[config.mk]
export PLATFORM = sky130hd
export DESIGN_NAME = tcp_server_connection_fsm_unit_flat
export DESIGN_NICKNAME = d
export VERILOG_FILES = /design/src/rtl/core/tsf_pkg.sv /design/src/rtl/core/tsf_channels.sv /design/src/rtl/core/tsf_seg_eval.sv /design/src/rtl/core/tcp_server_connection_fsm_unit.sv /design/src/flat_wrapper.sv
export SDC_FILE = /design/constraint.sdc
export NUM_CORES = 1
export LEC_CHECK = 0
export BUFFER_PORTS_ARGS = -buffer_cell sky130_fd_sc_hd__buf_2
export CORE_MARGIN = 2
export CORE_UTILIZATION = 49
export CTS_CLUSTER_SIZE = 24
export DETAILED_ROUTE_END_ITERATION = 7
export PLACE_DENSITY = 0.7
export SYNTH_ARGS = -nofsm -noshare
export SYNTH_HDL_FRONTEND = slang
export SYNTH_SLANG_ARGS = --single-unit
[constraint.sdc]
create_clock -name i_clk -period 18.5 [get_ports i_clk]
set_input_delay 5.55 -clock i_clk [delete_from_list [all_inputs] [get_ports i_clk]]
set_output_delay 5.55 -clock i_clk [all_outputs]
set_load 0.005 [all_outputs]
[src/rtl/core/tsf_pkg.sv]
`default_nettype none

package tsf_pkg;

    // TCP flag bit positions in the flag byte
    localparam int unsigned FLAG_FIN_BIT = 0;
    localparam int unsigned FLAG_SYN_BIT = 1;
    localparam int unsigned FLAG_PSH_BIT = 3;
    localparam int unsigned FLAG_ACK_BIT = 4;

    // Flag bytes of sent segments
    localparam logic [7:0] SEND_FLAGS_ACK     = 8'h10;
    localparam logic [7:0] SEND_FLAGS_SYN_ACK = 8'h12;

    // IPv4 header length, bytes
    localparam logic [6:0] IP_HEADER_BYTES = 7'd20;

    // Configuration register indexes
    localparam logic CFG_INITIAL_SEND_SEQ  = 1'b0;
    localparam logic CFG_ADVERTISED_WINDOW = 1'b1;

    // Error codes
    localparam logic [1:0] ERR_NONE         = 2'd0;
    localparam logic [1:0] ERR_BAD_CHECKSUM = 2'd1;
    localparam logic [1:0] ERR_SYN_IN_EST   = 2'd2;

    // Reported connection state codes
    localparam logic [3:0] CODE_CLOSED      = 4'd0;
    localparam logic [3:0] CODE_LISTEN      = 4'd1;
    localparam logic [3:0] CODE_SYN_RCVD    = 4'd2;
    localparam logic [3:0] CODE_ESTABLISHED = 4'd4;
    localparam logic [3:0] CODE_CLOSE_WAIT  = 4'd9;
    localparam logic [3:0] CODE_LAST_ACK    = 4'd10;

    typedef enum logic [5:0] {
        ST_CLOSED      = 6'b000001,
        ST_LISTEN      = 6'b000010,
        ST_SYN_RCVD    = 6'b000100,
        ST_ESTABLISHED = 6'b001000,
        ST_CLOSE_WAIT  = 6'b010000,
        ST_LAST_ACK    = 6'b100000
    } t_conn_state;

    typedef struct packed {
        logic        checksum_ok;
        logic [15:0] seg_src_port;
        logic [15:0] seg_dst_port;
        logic [31:0] seg_seq;
        logic [31:0] seg_ack;
        logic [7:0]  seg_flags;
        logic [3:0]  header_words;
        logic [15:0] ip_total_length;
    } t_seg;

    typedef struct packed {
        logic        send_valid;
        logic [7:0]  send_flags;
        logic [31:0] send_seq;
        logic [31:0] send_ack;
        logic [15:0] send_src_port;
        logic [15:0] send_dst_port;
        logic        deliver_valid;
        logic [15:0] deliver_length;
        logic [3:0]  conn_state;
        logic [1:0]  error_code;
        logic        last_of_run;
    } t_result;

    // Outcome of one segment: next connection context and up to two results
    typedef struct packed {
        t_conn_state next_state;
        logic [31:0] next_rcv;
        logic [31:0] next_snd;
        t_result     res_first;
        t_result     res_second;
        logic        two_results;
    } t_eval;

    function automatic logic [3:0] state_code(input t_conn_state st);
        logic [3:0] code;
        case (st)
            ST_CLOSED:      code = CODE_CLOSED;
            ST_LISTEN:      code = CODE_LISTEN;
            ST_SYN_RCVD:    code = CODE_SYN_RCVD;
            ST_ESTABLISHED: code = CODE_ESTABLISHED;
            ST_CLOSE_WAIT:  code = CODE_CLOSE_WAIT;
            ST_LAST_ACK:    code = CODE_LAST_ACK;
            default:        code = CODE_CLOSED;
        endcase
        return code;
    endfunction

endpackage

`default_nettype wire

[src/rtl/core/tsf_channels.sv]
`default_nettype none

// Received segment header channel
interface tsf_seg_if;
    logic        valid;
    logic        ready;
    logic        checksum_ok;
    logic [15:0] seg_src_port;
    logic [15:0] seg_dst_port;
    logic [31:0] seg_seq;
    logic [31:0] seg_ack;
    logic [7:0]  seg_flags;
    logic [3:0]  header_words;
    logic [15:0] ip_total_length;

    modport source (
        output valid, checksum_ok, seg_src_port, seg_dst_port, seg_seq, seg_ack,
               seg_flags, header_words, ip_total_length,
        input  ready
    );
    modport sink (
        input  valid, checksum_ok, seg_src_port, seg_dst_port, seg_seq, seg_ack,
               seg_flags, header_words, ip_total_length,
        output ready
    );
endinterface

// Result channel
interface tsf_res_if;
    logic        valid;
    logic        ready;
    logic        send_valid;
    logic [7:0]  send_flags;
    logic [31:0] send_seq;
    logic [31:0] send_ack;
    logic [15:0] send_src_port;
    logic [15:0] send_dst_port;
    logic        deliver_valid;
    logic [15:0] deliver_length;
    logic [3:0]  conn_state;
    logic [1:0]  error_code;
    logic        last_of_run;

    modport source (
        output valid, send_valid, send_flags, send_seq, send_ack, send_src_port,
               send_dst_port, deliver_valid, deliver_length, conn_state,
               error_code, last_of_run,
        input  ready
    );
    modport sink (
        input  valid, send_valid, send_flags, send_seq, send_ack, send_src_port,
               send_dst_port, deliver_valid, deliver_length, conn_state,
               error_code, last_of_run,
        output ready
    );
endinterface

// Configuration write channel
interface tsf_cfg_if;
    logic        valid;
    logic        ready;
    logic        index;
    logic [31:0] data;

    modport source (output valid, index, data, input ready);
    modport sink (input valid, index, data, output ready);
endinterface

`default_nettype wire

[src/rtl/core/tsf_seg_eval.sv]
`default_nettype none

module tsf_seg_eval
    import tsf_pkg::*;
(
    input  wire t_conn_state i_state,
    input  wire logic [31:0] i_rcv_next,
    input  wire logic [31:0] i_snd_next,
    input  wire logic [31:0] i_init_seq,
    input  wire t_seg        i_seg,
    output t_eval            o_eval
);

    logic        flag_fin;
    logic        flag_syn;
    logic        flag_psh;
    logic        flag_ack;
    logic [6:0]  need_bytes;
    logic [15:0] pay_len;
    logic [31:0] rcv_after_psh;
    logic [31:0] rcv_after_fin;
    logic [1:0]  err;
    logic [3:0]  code;
    t_result     send_tmpl;
    t_result     fin_res;

    assign flag_fin = i_seg.seg_flags[FLAG_FIN_BIT];
    assign flag_syn = i_seg.seg_flags[FLAG_SYN_BIT];
    assign flag_psh = i_seg.seg_flags[FLAG_PSH_BIT];
    assign flag_ack = i_seg.seg_flags[FLAG_ACK_BIT];

    // Payload length, saturated to zero for short segments
    assign need_bytes = IP_HEADER_BYTES + {1'b0, i_seg.header_words, 2'b00};
    assign pay_len    = (i_seg.ip_total_length > {9'd0, need_bytes})
                      ? (i_seg.ip_total_length - {9'd0, need_bytes}) : 16'd0;

    assign rcv_after_psh = flag_psh ? (i_rcv_next + {16'd0, pay_len}) : i_rcv_next;
    assign rcv_after_fin = rcv_after_psh + 32'd1;

    always_comb begin
        o_eval            = '0;
        o_eval.next_state = i_state;
        o_eval.next_rcv   = i_rcv_next;
        o_eval.next_snd   = i_snd_next;
        err               = ERR_NONE;

        // Common fields of an answering segment: ports swapped
        send_tmpl               = '0;
        send_tmpl.send_valid    = 1'b1;
        send_tmpl.send_src_port = i_seg.seg_dst_port;
        send_tmpl.send_dst_port = i_seg.seg_src_port;

        fin_res                = send_tmpl;
        fin_res.send_flags     = SEND_FLAGS_ACK;
        fin_res.send_seq       = i_seg.seg_ack;
        fin_res.send_ack       = rcv_after_fin;
        fin_res.deliver_valid  = 1'b1;
        fin_res.deliver_length = 16'd0;

        if (!i_seg.checksum_ok) begin
            err = ERR_BAD_CHECKSUM;
        end else begin
            case (i_state)
                ST_LISTEN: begin
                    if (flag_syn) begin
                        o_eval.next_state           = ST_SYN_RCVD;
                        o_eval.next_snd             = i_init_seq;
                        o_eval.next_rcv             = i_seg.seg_seq + 32'd1;
                        o_eval.res_first            = send_tmpl;
                        o_eval.res_first.send_flags = SEND_FLAGS_SYN_ACK;
                        o_eval.res_first.send_seq   = i_init_seq;
                        o_eval.res_first.send_ack   = i_seg.seg_seq + 32'd1;
                    end
                end
                ST_SYN_RCVD: begin
                    if (flag_ack) begin
                        o_eval.next_state = ST_ESTABLISHED;
                    end
                end
                ST_ESTABLISHED: begin
                    if (flag_syn) begin
                        err = ERR_SYN_IN_EST;
                    end else begin
                        if (flag_psh || flag_fin) begin
                            o_eval.next_snd = i_seg.seg_ack;
                        end
                        o_eval.next_rcv = flag_fin ? rcv_after_fin : rcv_after_psh;
                        if (flag_fin) begin
                            o_eval.next_state = ST_CLOSE_WAIT;
                        end
                        // PSH result leads; FIN result follows or stands alone
                        if (flag_psh) begin
                            o_eval.res_first                = send_tmpl;
                            o_eval.res_first.send_flags     = SEND_FLAGS_ACK;
                            o_eval.res_first.send_seq       = i_seg.seg_ack;
                            o_eval.res_first.send_ack       = rcv_after_psh;
                            o_eval.res_first.deliver_valid  = 1'b1;
                            o_eval.res_first.deliver_length = pay_len;
                            if (flag_fin) begin
                                o_eval.res_second  = fin_res;
                                o_eval.two_results = 1'b1;
                            end
                        end else if (flag_fin) begin
                            o_eval.res_first = fin_res;
                        end
                    end
                end
                ST_LAST_ACK: begin
                    if (flag_ack) begin
                        o_eval.next_state = ST_CLOSED;
                    end
                end
                default: begin
                    // closed and close_wait ignore every segment
                end
            endcase
        end

        // Status fields carry the state after the whole segment
        code                          = state_code(o_eval.next_state);
        o_eval.res_first.conn_state   = code;
        o_eval.res_first.error_code   = err;
        o_eval.res_first.last_of_run  = !o_eval.two_results;
        o_eval.res_second.conn_state  = code;
        o_eval.res_second.error_code  = err;
        o_eval.res_second.last_of_run = 1'b1;
    end

endmodule

`default_nettype wire

[src/rtl/core/tcp_server_connection_fsm_unit.sv]
`default_nettype none

// Receive-side state machine of one passive-open TCP connection.
// i_seg carries one parsed segment header per beat; o_res carries result
// beats; i_cfg writes registers (index 0 initial send sequence, index 1
// advertised window, which no result field shows and which is not stored).
// A beat moves on any channel at a clock edge where valid and ready are high.
// A segment beat is captured in an input register, evaluated against the
// connection context once the result register is free or draining, and its
// results land in the result register, from which o_res offers them. One
// segment per cycle is taken while results drain every cycle and no segment
// has two results; a segment with both PSH and FIN yields two result beats,
// and the second waits in its own register until the first is taken.
// When o_res stalls, the held result and a pending second result wait, one
// more segment parks in the input register, then i_seg.ready drops.
// Synchronous active-low reset empties all stages, puts the connection in
// LISTEN with both sequence values zero and clears the initial send
// sequence. i_cfg.ready is always high; write only while the block is idle.
module tcp_server_connection_fsm_unit
    import tsf_pkg::*;
(
    input  wire logic i_clk,
    input  wire logic i_rst_n,
    tsf_seg_if.sink   i_seg,
    tsf_res_if.source o_res,
    tsf_cfg_if.sink   i_cfg
);

    logic        r_in_valid;
    t_seg        r_in;
    logic        r_out_valid;
    t_result     r_out;
    logic        r_second_valid;
    t_result     r_second;
    t_conn_state r_state;
    logic [31:0] r_rcv_next;
    logic [31:0] r_snd_next;
    logic [31:0] r_init_seq;

    t_seg        seg_beat;
    t_eval       eval;
    logic        out_take;
    logic        eval_fire;
    logic        seg_take;

    assign seg_beat.checksum_ok     = i_seg.checksum_ok;
    assign seg_beat.seg_src_port    = i_seg.seg_src_port;
    assign seg_beat.seg_dst_port    = i_seg.seg_dst_port;
    assign seg_beat.seg_seq         = i_seg.seg_seq;
    assign seg_beat.seg_ack         = i_seg.seg_ack;
    assign seg_beat.seg_flags       = i_seg.seg_flags;
    assign seg_beat.header_words    = i_seg.header_words;
    assign seg_beat.ip_total_length = i_seg.ip_total_length;

    tsf_seg_eval u_eval (
        .i_state    (r_state),
        .i_rcv_next (r_rcv_next),
        .i_snd_next (r_snd_next),
        .i_init_seq (r_init_seq),
        .i_seg      (r_in),
        .o_eval     (eval)
    );

    // Handshakes: evaluate when the result register is free or draining and no second result is pending
    assign out_take  = r_out_valid && o_res.ready;
    assign eval_fire = r_in_valid && !r_second_valid && (!r_out_valid || o_res.ready);
    assign seg_take  = i_seg.valid && i_seg.ready;

    assign i_seg.ready = !r_in_valid || eval_fire;
    assign i_cfg.ready = 1'b1;

    // Input register
    always_ff @(posedge i_clk) begin
        if (!i_rst_n) begin
            r_in_valid <= 1'b0;
        end else if (seg_take) begin
            r_in_valid <= 1'b1;
        end else if (eval_fire) begin
            r_in_valid <= 1'b0;
        end
        if (seg_take) begin
            r_in <= seg_beat;
        end
    end

    // Connection context: advance once per evaluated segment
    always_ff @(posedge i_clk) begin
        if (!i_rst_n) begin
            r_state    <= ST_LISTEN;
            r_rcv_next <= 32'd0;
            r_snd_next <= 32'd0;
        end else if (eval_fire) begin
            r_state    <= eval.next_state;
            r_rcv_next <= eval.next_rcv;
            r_snd_next <= eval.next_snd;
        end
    end

    // Result register and pending second result
    always_ff @(posedge i_clk) begin
        if (!i_rst_n) begin
            r_out_valid    <= 1'b0;
            r_second_valid <= 1'b0;
        end else begin
            if (eval_fire) begin
                r_out_valid    <= 1'b1;
                r_second_valid <= eval.two_results;
            end else if (out_take) begin
                r_out_valid    <= r_second_valid;
                r_second_valid <= 1'b0;
            end
        end
        if (eval_fire) begin
            r_out    <= eval.res_first;
            r_second <= eval.res_second;
        end else if (out_take && r_second_valid) begin
            r_out <= r_second;
        end
    end

    // Configuration writes
    always_ff @(posedge i_clk) begin
        if (!i_rst_n) begin
            r_init_seq <= 32'd0;
        end else if (i_cfg.valid) begin
            case (i_cfg.index)
                CFG_INITIAL_SEND_SEQ:  r_init_seq <= i_cfg.data;
                CFG_ADVERTISED_WINDOW: r_init_seq <= r_init_seq;
                default:               r_init_seq <= r_init_seq;
            endcase
        end
    end

    assign o_res.valid          = r_out_valid;
    assign o_res.send_valid     = r_out.send_valid;
    assign o_res.send_flags     = r_out.send_flags;
    assign o_res.send_seq       = r_out.send_seq;
    assign o_res.send_ack       = r_out.send_ack;
    assign o_res.send_src_port  = r_out.send_src_port;
    assign o_res.send_dst_port  = r_out.send_dst_port;
    assign o_res.deliver_valid  = r_out.deliver_valid;
    assign o_res.deliver_length = r_out.deliver_length;
    assign o_res.conn_state     = r_out.conn_state;
    assign o_res.error_code     = r_out.error_code;
    assign o_res.last_of_run    = r_out.last_of_run;

endmodule

`default_nettype wire

[src/flat_wrapper.sv]
// flat-port wrapper written by rule: the top's interface ports become plain ports
module tcp_server_connection_fsm_unit_flat import tsf_pkg::*;
  (i_clk, i_rst_n, i_seg_valid, i_seg_checksum_ok, i_seg_seg_src_port, i_seg_seg_dst_port, i_seg_seg_seq, i_seg_seg_ack, i_seg_seg_flags, i_seg_header_words, i_seg_ip_total_length, i_seg_ready, o_res_valid, o_res_send_valid, o_res_send_flags, o_res_send_seq, o_res_send_ack, o_res_send_src_port, o_res_send_dst_port, o_res_deliver_valid, o_res_deliver_length, o_res_conn_state, o_res_error_code, o_res_last_of_run, o_res_ready, i_cfg_valid, i_cfg_index, i_cfg_data, i_cfg_ready);
  tsf_seg_if i_seg_i ();
  tsf_res_if o_res_i ();
  tsf_cfg_if i_cfg_i ();
  input  wire logic i_clk;
  input  wire logic i_rst_n;
  input wire logic [$bits(i_seg_i.valid)-1:0] i_seg_valid;
  input wire logic [$bits(i_seg_i.checksum_ok)-1:0] i_seg_checksum_ok;
  input wire logic [$bits(i_seg_i.seg_src_port)-1:0] i_seg_seg_src_port;
  input wire logic [$bits(i_seg_i.seg_dst_port)-1:0] i_seg_seg_dst_port;
  input wire logic [$bits(i_seg_i.seg_seq)-1:0] i_seg_seg_seq;
  input wire logic [$bits(i_seg_i.seg_ack)-1:0] i_seg_seg_ack;
  input wire logic [$bits(i_seg_i.seg_flags)-1:0] i_seg_seg_flags;
  input wire logic [$bits(i_seg_i.header_words)-1:0] i_seg_header_words;
  input wire logic [$bits(i_seg_i.ip_total_length)-1:0] i_seg_ip_total_length;
  output wire logic [$bits(i_seg_i.ready)-1:0] i_seg_ready;
  output wire logic [$bits(o_res_i.valid)-1:0] o_res_valid;
  output wire logic [$bits(o_res_i.send_valid)-1:0] o_res_send_valid;
  output wire logic [$bits(o_res_i.send_flags)-1:0] o_res_send_flags;
  output wire logic [$bits(o_res_i.send_seq)-1:0] o_res_send_seq;
  output wire logic [$bits(o_res_i.send_ack)-1:0] o_res_send_ack;
  output wire logic [$bits(o_res_i.send_src_port)-1:0] o_res_send_src_port;
  output wire logic [$bits(o_res_i.send_dst_port)-1:0] o_res_send_dst_port;
  output wire logic [$bits(o_res_i.deliver_valid)-1:0] o_res_deliver_valid;
  output wire logic [$bits(o_res_i.deliver_length)-1:0] o_res_deliver_length;
  output wire logic [$bits(o_res_i.conn_state)-1:0] o_res_conn_state;
  output wire logic [$bits(o_res_i.error_code)-1:0] o_res_error_code;
  output wire logic [$bits(o_res_i.last_of_run)-1:0] o_res_last_of_run;
  input wire logic [$bits(o_res_i.ready)-1:0] o_res_ready;
  input wire logic [$bits(i_cfg_i.valid)-1:0] i_cfg_valid;
  input wire logic [$bits(i_cfg_i.index)-1:0] i_cfg_index;
  input wire logic [$bits(i_cfg_i.data)-1:0] i_cfg_data;
  output wire logic [$bits(i_cfg_i.ready)-1:0] i_cfg_ready;
  assign i_seg_i.valid = i_seg_valid;
  assign i_seg_i.checksum_ok = i_seg_checksum_ok;
  assign i_seg_i.seg_src_port = i_seg_seg_src_port;
  assign i_seg_i.seg_dst_port = i_seg_seg_dst_port;
  assign i_seg_i.seg_seq = i_seg_seg_seq;
  assign i_seg_i.seg_ack = i_seg_seg_ack;
  assign i_seg_i.seg_flags = i_seg_seg_flags;
  assign i_seg_i.header_words = i_seg_header_words;
  assign i_seg_i.ip_total_length = i_seg_ip_total_length;
  assign i_seg_ready = i_seg_i.ready;
  assign o_res_valid = o_res_i.valid;
  assign o_res_send_valid = o_res_i.send_valid;
  assign o_res_send_flags = o_res_i.send_flags;
  assign o_res_send_seq = o_res_i.send_seq;
  assign o_res_send_ack = o_res_i.send_ack;
  assign o_res_send_src_port = o_res_i.send_src_port;
  assign o_res_send_dst_port = o_res_i.send_dst_port;
  assign o_res_deliver_valid = o_res_i.deliver_valid;
  assign o_res_deliver_length = o_res_i.deliver_length;
  assign o_res_conn_state = o_res_i.conn_state;
  assign o_res_error_code = o_res_i.error_code;
  assign o_res_last_of_run = o_res_i.last_of_run;
  assign o_res_i.ready = o_res_ready;
  assign i_cfg_i.valid = i_cfg_valid;
  assign i_cfg_i.index = i_cfg_index;
  assign i_cfg_i.data = i_cfg_data;
  assign i_cfg_ready = i_cfg_i.ready;
  tcp_server_connection_fsm_unit u_core (.i_clk(i_clk), .i_rst_n(i_rst_n), .i_seg(i_seg_i), .o_res(o_res_i), .i_cfg(i_cfg_i));
endmodule
==> flow_summary.json, run 1 <==
{
  "min_from": "u_core.r_init_seq[20]$_SDFFE_PN0P_",
  "crit_type": "primary input to output port",
  "worstHoldPathCells": 2,
  "hold_path_end": "u_core.r_init_seq[20]$_SDFFE_PN0P_",
  "totalWireLength_microns": 56000,
  "max-slew-margin-rel": 0.181,
  "clk_latency_ns": 0.58,
  "ys_seq_elements": 419,
  "p_total_mw": 2.33,
  "seq_power_share": 0.479,
  "synth_flop_cell": "edfxtp_1",
  "numCtsBuffers": 45,
  "finalWorstSetupSlack_ns": 6.05,
  "cts_resized": 0,
  "status": "finished, final reports clean",
  "syn_inst": 1836,
  "final_cell_mix": "edfxtp_1 (346), buf_2 (283), nand2_1 (234)",
  "nets": 2273,
  "power_density_nw_per_um2": 98.1,
  "gr-usage-all-layers": 0.254,
  "synth_top_area_frac": 0.511,
  "ys_seq_area_frac": 0.583,
  "intPower_mw": 1.74,
  "fin_cells": 2656,
  "reg2reg_from": "u_core.r_in[16]$_DFFE_PP_",
  "cpPeakStageDelay_ns": 0.66,
  "initial_core_util": 0.497,
  "min_path_type": "flop to flop",
  "cts_tree": "done",
  "final_core_util": 0.579,
  "rsz0062_at_grt": "no",
  "cts.sinks": 419,
  "end_kind": "output port",
  "core_area_sq_um": 40900,
  "ios": 295,
  "drive_gt1_frac": 0.200,
  "drc": 0,
  "slew_viol_final": 0,
  "grt_pass1_vias": 15100,
  "slowest_stage": "or2_4",
  "clkTransAtPathRegs_ns": 0.06,
  "max_freq_mhz": 80.3,
  "path_cells": "buf_2 -> nor2b_1 -> or2_4 -> nand2_1 -> buf_2",
  "placedCellCount": 2568,
  "crit_path_start_kind": "primary input",
  "p_switching_mw": 0.590,
  "finalCritPeriodShare": 0.673,
  "netlist_top_cells_area": "edfxtp_1 (51%), dfxtp_1 (7.2%), nand2_1 (4.3%), o21ai_0 (2.8%), xnor2_1 (2.6%)",
  "die_area_sq_um": 43100,
  "post-cts-setup-buffers": 0,
  "rows": 74,
  "combPwrFrac": 0.122,
  "r2r-end": "u_core.o_res.send_ack[24]$_DFFE_PP_",
  "gp_congestion": 0.944,
  "tightestPinTransition_ns": 1.22,
  "hold_ws_ns": 0.457,
  "synth_edf_count": 346,
  "drv_cap": 0,
  "postRouteAntennaNets": 0,
  "vias": 15600,
  "fin_skew_ns": 0.0124,
  "cp_common_cell": "buf_2",
  "grt_overflow": 0,
  "cp.required_ns": 12.95,
  "cp.arrival_ns": 6.90,
  "die_w_microns": 208,
  "r2r_slack_ns": 11.33,
  "syn_area_sq_um": 20300,
  "dp_slack_ns": 6.05,
  "power.leakage_nw": 8.73,
  "hold_viol": 0,
  "drt_pass1_iterations": 6,
  "syn2layout_area_growth_pct": 16.7,
  "finalSetupViolCount": 0,
  "clock_path_buffers": 3,
  "mostFrequentLayoutCell": "edfxtp_1",
  "cts_root_buf": "clkbuf_16",
  "dp_hpwl_microns": 37800,
  "synth.distinct_cells": 86,
  "grt_max_degree": 75,
  "fin_crit_ns": 12.45,
  "die_y_microns": 208,
  "wl_per_cell_microns": 21.1,
  "cts_htree_levels": 2,
  "r2r_cells": 21,
  "postSynthAreaPerCell_sq_um": 11.1,
  "drt_iter0_markers": 1238,
  "tns_ns": 0,
  "worstPathMaxFanout": 51,
  "ys_warn_count": 0,
  "synth_async_sr_flop_share": 0,
  "hold_buffers": 0,
  "antenna_found_initial": 6,
  "avgViaCountPerCell": 5.87,
  "vdd_drop_max_v": 0.0000848,
  "grt_pass1_wl_microns": 86200,
  "power.share.clock": 0.399,
  "yosys.area.top_type": "edfxtp_1",
  "io_buffer_count": 283,
  "netSwitchingFraction": 0.254,
  "postPlaceCellArea_sq_um": 22200,
  "final_area_sq_um": 23700
}
[synthesized netlist by cell type (all sizes together) (22+ instances only)]
master	n
nor2	117
clkbuf	85
o21ai	117
dfxtp	73
ha	25
nand2	236
edfxtp	346
buf	30
xor2	55
and2	78
a22oi	46
a22o	39
nor4	22
nor3	40
xnor2	60
inv	27
a21oi	103
nand3	45
[kinds of logic after synthesis]
group / synth area share
flip-flops: 0.583
other: 0.000370
AND/OR/NAND/NOR: 0.160
buffers and inverters: 0.0294
adder cells (fa/ha/maj): 0.0174
XOR/XNOR: 0.0496
multiplexers: 0.00942
AO/OA/AOI/OAI: 0.150
[power groups by stage]
stage          clock [mW]  sequential [mW]  combinational (mW)
2_1_floorplan           0             1.13               0.183
3_3_place_gp            0             1.13               0.277
3_5_place_dp            0             1.13               0.282
4_1_cts             0.945             1.11               0.284
5_1_grt             0.981             1.12               0.311
6_report            0.929             1.11               0.284
[state kept, by name, summed over array words and instances, names as in the netlist, 4 cells and up]
register / flops
u_core.r_init_seq: 32
u_core.o_res.send_ack: 32
u_core.o_res.deliver_length: 16
u_core.r_in: 121
u_core.o_res.conn_state: 4
u_core.o_res.send_dst_port: 16
u_core.r_second: 103
u_core.r_state: 6
u_core.o_res.send_src_port: 16
u_core.o_res.send_seq: 32
u_core.r_rcv_next: 32
[per-layer routing]
layer	vias up	GRT usage	wire (microns)	share of wire
met1	7477	0.341	23300	0.42
met4	2	0.108	2090	0.037
met3	135	0.0428	4080	0.073
li1	7310	-	-	-
met5	-	0	12	0.00021
met2	675	0.409	26500	0.47
[worst max path at each step]
stage / slack, ns / endpoint / cells after the start / start
after floorplan: 6.38 / u_core.o_res.conn_state[0]$_DFFE_PP_ / 2 / o_res_ready
after global placement: 6.09 / i_seg_ready / 5 / o_res_ready
after detailed placement: 6.05 / i_seg_ready / 5 / o_res_ready
after CTS: 6.05 / i_seg_ready / 5 / o_res_ready
after global routing: 5.93 / i_seg_ready / 5 / o_res_ready
final: 6.05 / i_seg_ready / 5 / o_res_ready
[worst max-delay path: cells and delay by family]
family,cells,cell delay (ns)
AND/OR/NAND/NOR,3,1.06
buffers and inverters,2,0.27
[final cells by class]
class	count	area, sq um
multi-input cells	1279	7930
fillers	3509	17200
flip-flops and latches	419	11900
clock inverters	28	323
well taps	532	666
inverters	28	108
repair buffers	310	1620
diodes	5	12.5
clock buffers	55	1200
(Power assumes the default switching activity.)
==> run 2, diff against run 1 <==
Settings changed: ABC_AREA set to 1, PLACE_DENSITY 0.7 to 0.73.
Clock period 18.5 ns to 10.1 ns, I/O delays scaled along.
==> flow_summary.json, run 2 <==
{
  "synth_async_sr_flop_share": 0,
  "tns_ns": 0,
  "power.leakage_nw": 10.5,
  "status": "finished, final reports clean",
  "grt_pass1_wl_microns": 87900,
  "die_y_microns": 211,
  "yosys.area.top_type": "edfxtp_1",
  "max_freq_mhz": 132,
  "syn2layout_area_growth_pct": 16.8,
  "final_cell_mix": "nand2_1 (535), edfxtp_1 (346), nor2_1 (293)",
  "synth.distinct_cells": 53,
  "grt_max_degree": 87,
  "end_kind": "output port",
  "postSynthAreaPerCell_sq_um": 8.96,
  "io_buffer_count": 283,
  "finalCritPeriodShare": 0.751,
  "hold_viol": 0,
  "initial_core_util": 0.497,
  "antenna_found_initial": 12,
  "rows": 75,
  "ys_seq_area_frac": 0.567,
  "synthTopCellsByCount": "nand2_1 (535), edfxtp_1 (346), nor2_1 (296)",
  "finalSetupViolCount": 0,
  "post-cts-setup-buffers": 0,
  "slowest_stage": "clkinv_2",
  "numCtsBuffers": 45,
  "grt_overflow": 0,
  "crit_type": "primary input to output port",
  "tightestPinTransition_ns": 1.20,
  "drt_pass1_iterations": 5,
  "cts_resized": 0,
  "hold_buffers": 0,
  "ios": 295,
  "rsz0062_at_grt": "no",
  "crit_family": "buffers and inverters",
  "fin_skew_ns": 0.0298,
  "min_path_type": "flop to flop",
  "drt_iter0_markers": 1569,
  "dp_hpwl_microns": 39400,
  "cts_htree_levels": 2,
  "cts_root_buf": "clkbuf_16",
  "die_w_microns": 211,
  "gr-usage-all-layers": 0.252,
  "avgViaCountPerCell": 5.44,
  "syn_inst": 2333,
  "totalWireLength_microns": 56400,
  "crit_path_start_kind": "primary input",
  "gp_congestion": 0.941,
  "syn_area_sq_um": 20900,
  "largest_register_ffs": 121,
  "met1_usage": 0.331,
  "power_density_nw_per_um2": 177,
  "max-slew-margin-rel": 0.202,
  "netlist_top_cells_area": "edfxtp_1 (50%), nand2_1 (9.6%), dfxtp_1 (7.0%), nor2_1 (5.3%), inv_1 (4.8%)",
  "grtUsageMet2": 0.413,
  "cts_tree": "done",
  "drv_cap": 0,
  "p_total_mw": 4.33,
  "met3_usage": 0.0621,
  "synth_top_area_frac": 0.497,
  "slew_viol_final": 0,
  "clk_latency_ns": 0.59,
  "biggestRegsByFlops": "u_core.r_in x121, u_core.r_second x103",
  "mostFrequentLayoutCell": "nand2_1",
  "top_register": "u_core.r_in",
  "clock_path_buffers": 3,
  "drc": 0,
  "drive_gt1_frac": 0.186,
  "core_area_sq_um": 42000,
  "vdd_drop_max_v": 0.000161,
  "ys_seq_elements": 419,
  "grt_busiest_layer": "met2",
  "cp.required_ns": 7.07,
  "die_area_sq_um": 44300,
  "crit_buf_inv": 3,
  "synth_edf_count": 346,
  "vias": 17300,
  "postRouteAntennaNets": 0,
  "path_cells": "buf_2 -> nand2_1 -> a21oi_4 -> clkinv_2 -> nand2_1 -> buf_2",
  "clkTransAtPathRegs_ns": 0.06,
  "cpPeakStageDelay_ns": 0.67,
  "synth_flop_cell": "edfxtp_1",
  "cp.arrival_ns": 4.56,
  "worstPathMaxFanout": 58,
  "cts.sinks": 419,
  "ys_warn_count": 0,
  "fin_crit_ns": 7.59,
  "wl_per_cell_microns": 17.8,
  "yosysMostFrequentCell": "nand2_1",
  "grt_pass1_vias": 16500,
  "nets": 2784
}
[run 2: changes by cell type in the layout (fill, tap and decap cells not counted), moves of 57 or more]
cell | previous run | this run
xnor2_1 | 60 | 3
inv_1 | 26 | 266
nand2_1 | 234 | 535
o21ai_0 | 112 | 170
nor2_1 | 117 | 293
nand3_1 | 45 | 120
and2_1 | 76 | 0
[run 2: metrics by stage]
stage	setup WS [ns]	utilization	hold slack [ns]	cells	instance area [sq um]
after global placement	2.49	0.543	0.460	3086	22800
after CTS	2.46	0.581	0.473	3170	24400
after detailed placement	2.46	0.543	0.465	3086	22800
final	2.51	0.581	0.473	3178	24400
after global routing	2.31	0.581	0.496	3175	24400
after floorplan	0.968	-	0.445	2338	20900
[run 2: path summary, 6_finish.rpt]
kind	start	to	slack (ns)	cells past startpoint
setup reg to reg	u_core.r_in[16]$_DFFE_PP_	u_core.o_res.send_ack[29]$_DFFE_PP_	4.38	37
hold reg to reg	u_core.r_second_valid$_SDFFE_PN0P_	u_core.r_second_valid$_SDFFE_PN0P_	0.47	2
hold / removal	u_core.r_second_valid$_SDFFE_PN0P_	u_core.r_second_valid$_SDFFE_PN0P_	0.47	2
setup / recovery	o_res_ready	i_seg_ready	2.51	6
[run 2: worst register-to-register path, delay by kind of cell, from the launching register on]
family	cells	cell delay, ns
flip-flops	1	0.41
buffers and inverters	6	0.44
AND/OR/NAND/NOR	24	2.84
adder cells (fa/ha/maj)	3	0.95
XOR/XNOR	1	0.15
AO/OA/AOI/OAI	3	0.69
[run 2: per-layer routing]
layer | wire length, microns | vias to the layer above
met5 | 62 | -
met4 | 1570 | 10
met3 | 5200 | 129
met2 | 26600 | 751
met1 | 23000 | 8036
li1 | - | 8366
[run 2: power by group]
| group | switching, mW | total [mW] | internal [mW] |
|---|---|---|---|
| registers | 0.0462 | 2.04 | 1.99 |
| logic | 0.377 | 0.547 | 0.169 |
| clock network | 0.699 | 1.75 | 1.05 |
[run 2: cell type report]
class	instances	area (sq um)
clock buffer	65	1280
multi-input combinational	1541	7660
inverter	285	1070
sequential	419	11900
fill	3647	17600
timing repair buffer	302	1560
antenna	8	20.0
clock inverter	19	310
tap	539	674
[run 2: cell families after synthesis]
logic type,synth area share
compound gates,0.0921
flops,0.567
fa+ha+maj,0.0169
buf+inv,0.0709
simple gates,0.245
other cells,0.000359
xor+xnor,0.00832
==> run 3, diff against run 2 <==
Settings changed: PLACE_DENSITY 0.73 to 0.7.
Clock period 10.1 ns to 7.35 ns, I/O delays scaled along.
==> flow_summary.json, run 3 (synthesis results as in run 2) <==
{
  "slowest_stage": "edfxtp_1",
  "clk_latency_ns": 0.58,
  "cts_htree_levels": 2,
  "end_kind": "flop",
  "netSwitchingFraction": 0.257,
  "mostFrequentLayoutCell": "nand2_1",
  "power.leakage_nw": 10.5,
  "drive_gt1_frac": 0.186,
  "drt_iter0_markers": 1661,
  "wl_per_cell_microns": 17.8,
  "initial_core_util": 0.497,
  "slew_viol_final": 0,
  "crit_type": "flop to flop",
  "top_register": "u_core.r_in",
  "numCtsBuffers": 46,
  "hold_viol": 0,
  "finalSetupViolCount": 0,
  "max_freq_mhz": 174,
  "fin_skew_ns": 0.0191,
  "totalWireLength_microns": 56500,
  "gp_congestion": 0.922,
  "finalCritPeriodShare": 0.780,
  "grt_pass1_vias": 16400,
  "post-cts-setup-buffers": 0,
  "dp_hpwl_microns": 39300,
  "gr-usage-all-layers": 0.255,
  "vias": 17200,
  "avgViaCountPerCell": 5.41,
  "cts_tree": "done",
  "intPower_mw": 4.44,
  "p_switching_mw": 1.53,
  "cpPeakStageDelay_ns": 0.42,
  "hold_ws_ns": 0.476,
  "seq_power_share": 0.469,
  "worstPathMaxFanout": 7,
  "drt_pass1_iterations": 6,
  "grt_max_degree": 100,
  "p_total_mw": 5.97,
  "drv_cap": 0,
  "drc": 0,
  "tns_ns": 0,
  "die_w_microns": 211,
  "antenna_found_initial": 13,
  "cp_common_cell": "nand2_1",
  "cts_root_buf": "clkbuf_16",
  "vdd_drop_max_v": 0.000279,
  "cts_resized": 0,
  "grt_pass1_wl_microns": 88700,
  "largest_register_ffs": 121,
  "io_buffer_count": 283,
  "power_density_nw_per_um2": 244,
  "cp.arrival_ns": 6.07,
  "clkTransAtPathRegs_ns": 0.06,
  "max-slew-margin-rel": 0.185,
  "clock_path_buffers": 3,
  "power.share.clock": 0.405,
  "nets": 2786,
  "biggestRegsByFlops": "u_core.r_in x121, u_core.r_second x103",
  "cts.sinks": 419,
  "postRouteAntennaNets": 0,
  "final_cell_mix": "nand2_1 (535), edfxtp_1 (346), nor2_1 (293)",
  "status": "finished, final reports clean",
  "multi_input_area_sq_um": 7650,
  "cp.required_ns": 7.68,
  "crit_path_start_kind": "flop",
  "nFillCells": 3642,
  "regArea_sq_um": 11900,
  "min_path_type": "flop to flop",
  "rsz0062_at_grt": "no",
  "tightestPinTransition_ns": 1.22,
  "hold_buffers": 0,
  "die_y_microns": 211,
  "syn2layout_area_growth_pct": 16.9,
  "combPwrFrac": 0.126,
  "die_area_sq_um": 44300,
  "ios": 295,
  "grt_overflow": 0,
  "fin_crit_ns": 5.73,
  "rows": 75,
  "core_area_sq_um": 42000
}
[run 3: changes by cell type in the layout (fill, tap and decap cells not counted), moves of 2 or more]
cell / change
inv_6: -2
clkinv_1: +5
clkbuf_8: +2
clkbuf_1: -5
diode_2: -4
[run 3: metal layers]
layer	wire length (microns)	vias to the layer above	global-route usage	share of wire
met4	1350	18	0.0782	0.024
met5	102	-	0	0.0018
met2	26600	689	0.413	0.47
met1	23300	8012	0.340	0.41
li1	-	8343	-	-
met3	5170	113	0.0647	0.092
[run 3: cell type report]
cell class	instances	area share
Multi-Input combinational cell	1541	0.313
Antenna cell	4	0.000410
Inverter	285	0.0438
Tap cell	539	0.0276
Sequential cell	419	0.485
Clock inverter	22	0.0121
Timing Repair Buffer	303	0.0646
Clock buffer	63	0.0538
[run 3: through the flow]
| step | std cells | utilization | setup WS, ns | cell area, sq um |
|---|---|---|---|---|
| after floorplan | 2338 | - | 0.206 | 20900 |
| after global placement | 3087 | 0.543 | 1.91 | 22800 |
| after detailed placement | 3087 | 0.543 | 1.72 | 22800 |
| after CTS | 3172 | 0.581 | 1.71 | 24400 |
| after global routing | 3175 | 0.581 | 1.14 | 24400 |
| final | 3176 | 0.581 | 1.62 | 24400 |
[run 3: power by group through the flow]
stage	sequential (mW)	clock (mW)	combinational (mW)
6_report	2.80	2.42	0.751
5_1_grt	2.81	2.55	0.840
4_1_cts	2.80	2.46	0.746
3_5_place_dp	2.85	0	0.742
3_3_place_gp	2.84	0	0.725
2_1_floorplan	2.85	0	0.481
[run 3: path summary, 6_finish.rpt]
path	slack (ns)	cells past startpoint	startpoint	end
worst max register to register	1.62	37	u_core.r_in[16]$_DFFE_PP_	u_core.o_res.send_ack[20]$_DFFE_PP_
worst max-delay path	1.62	37	u_core.r_in[16]$_DFFE_PP_	u_core.o_res.send_ack[20]$_DFFE_PP_
worst min-delay path	0.48	2	u_core.r_second_valid$_SDFFE_PN0P_	u_core.r_second_valid$_SDFFE_PN0P_
worst min register to register	0.48	2	u_core.r_second_valid$_SDFFE_PN0P_	u_core.r_second_valid$_SDFFE_PN0P_
[run 3: worst max-delay path, delay by kind of cell (launching register included)]
kind / cells / cell delay, ns
simple gates: 24 / 2.88
fa+ha+maj: 3 / 0.97
compound gates: 3 / 0.63
buf+inv: 6 / 0.44
flops: 1 / 0.42
xor+xnor: 1 / 0.16
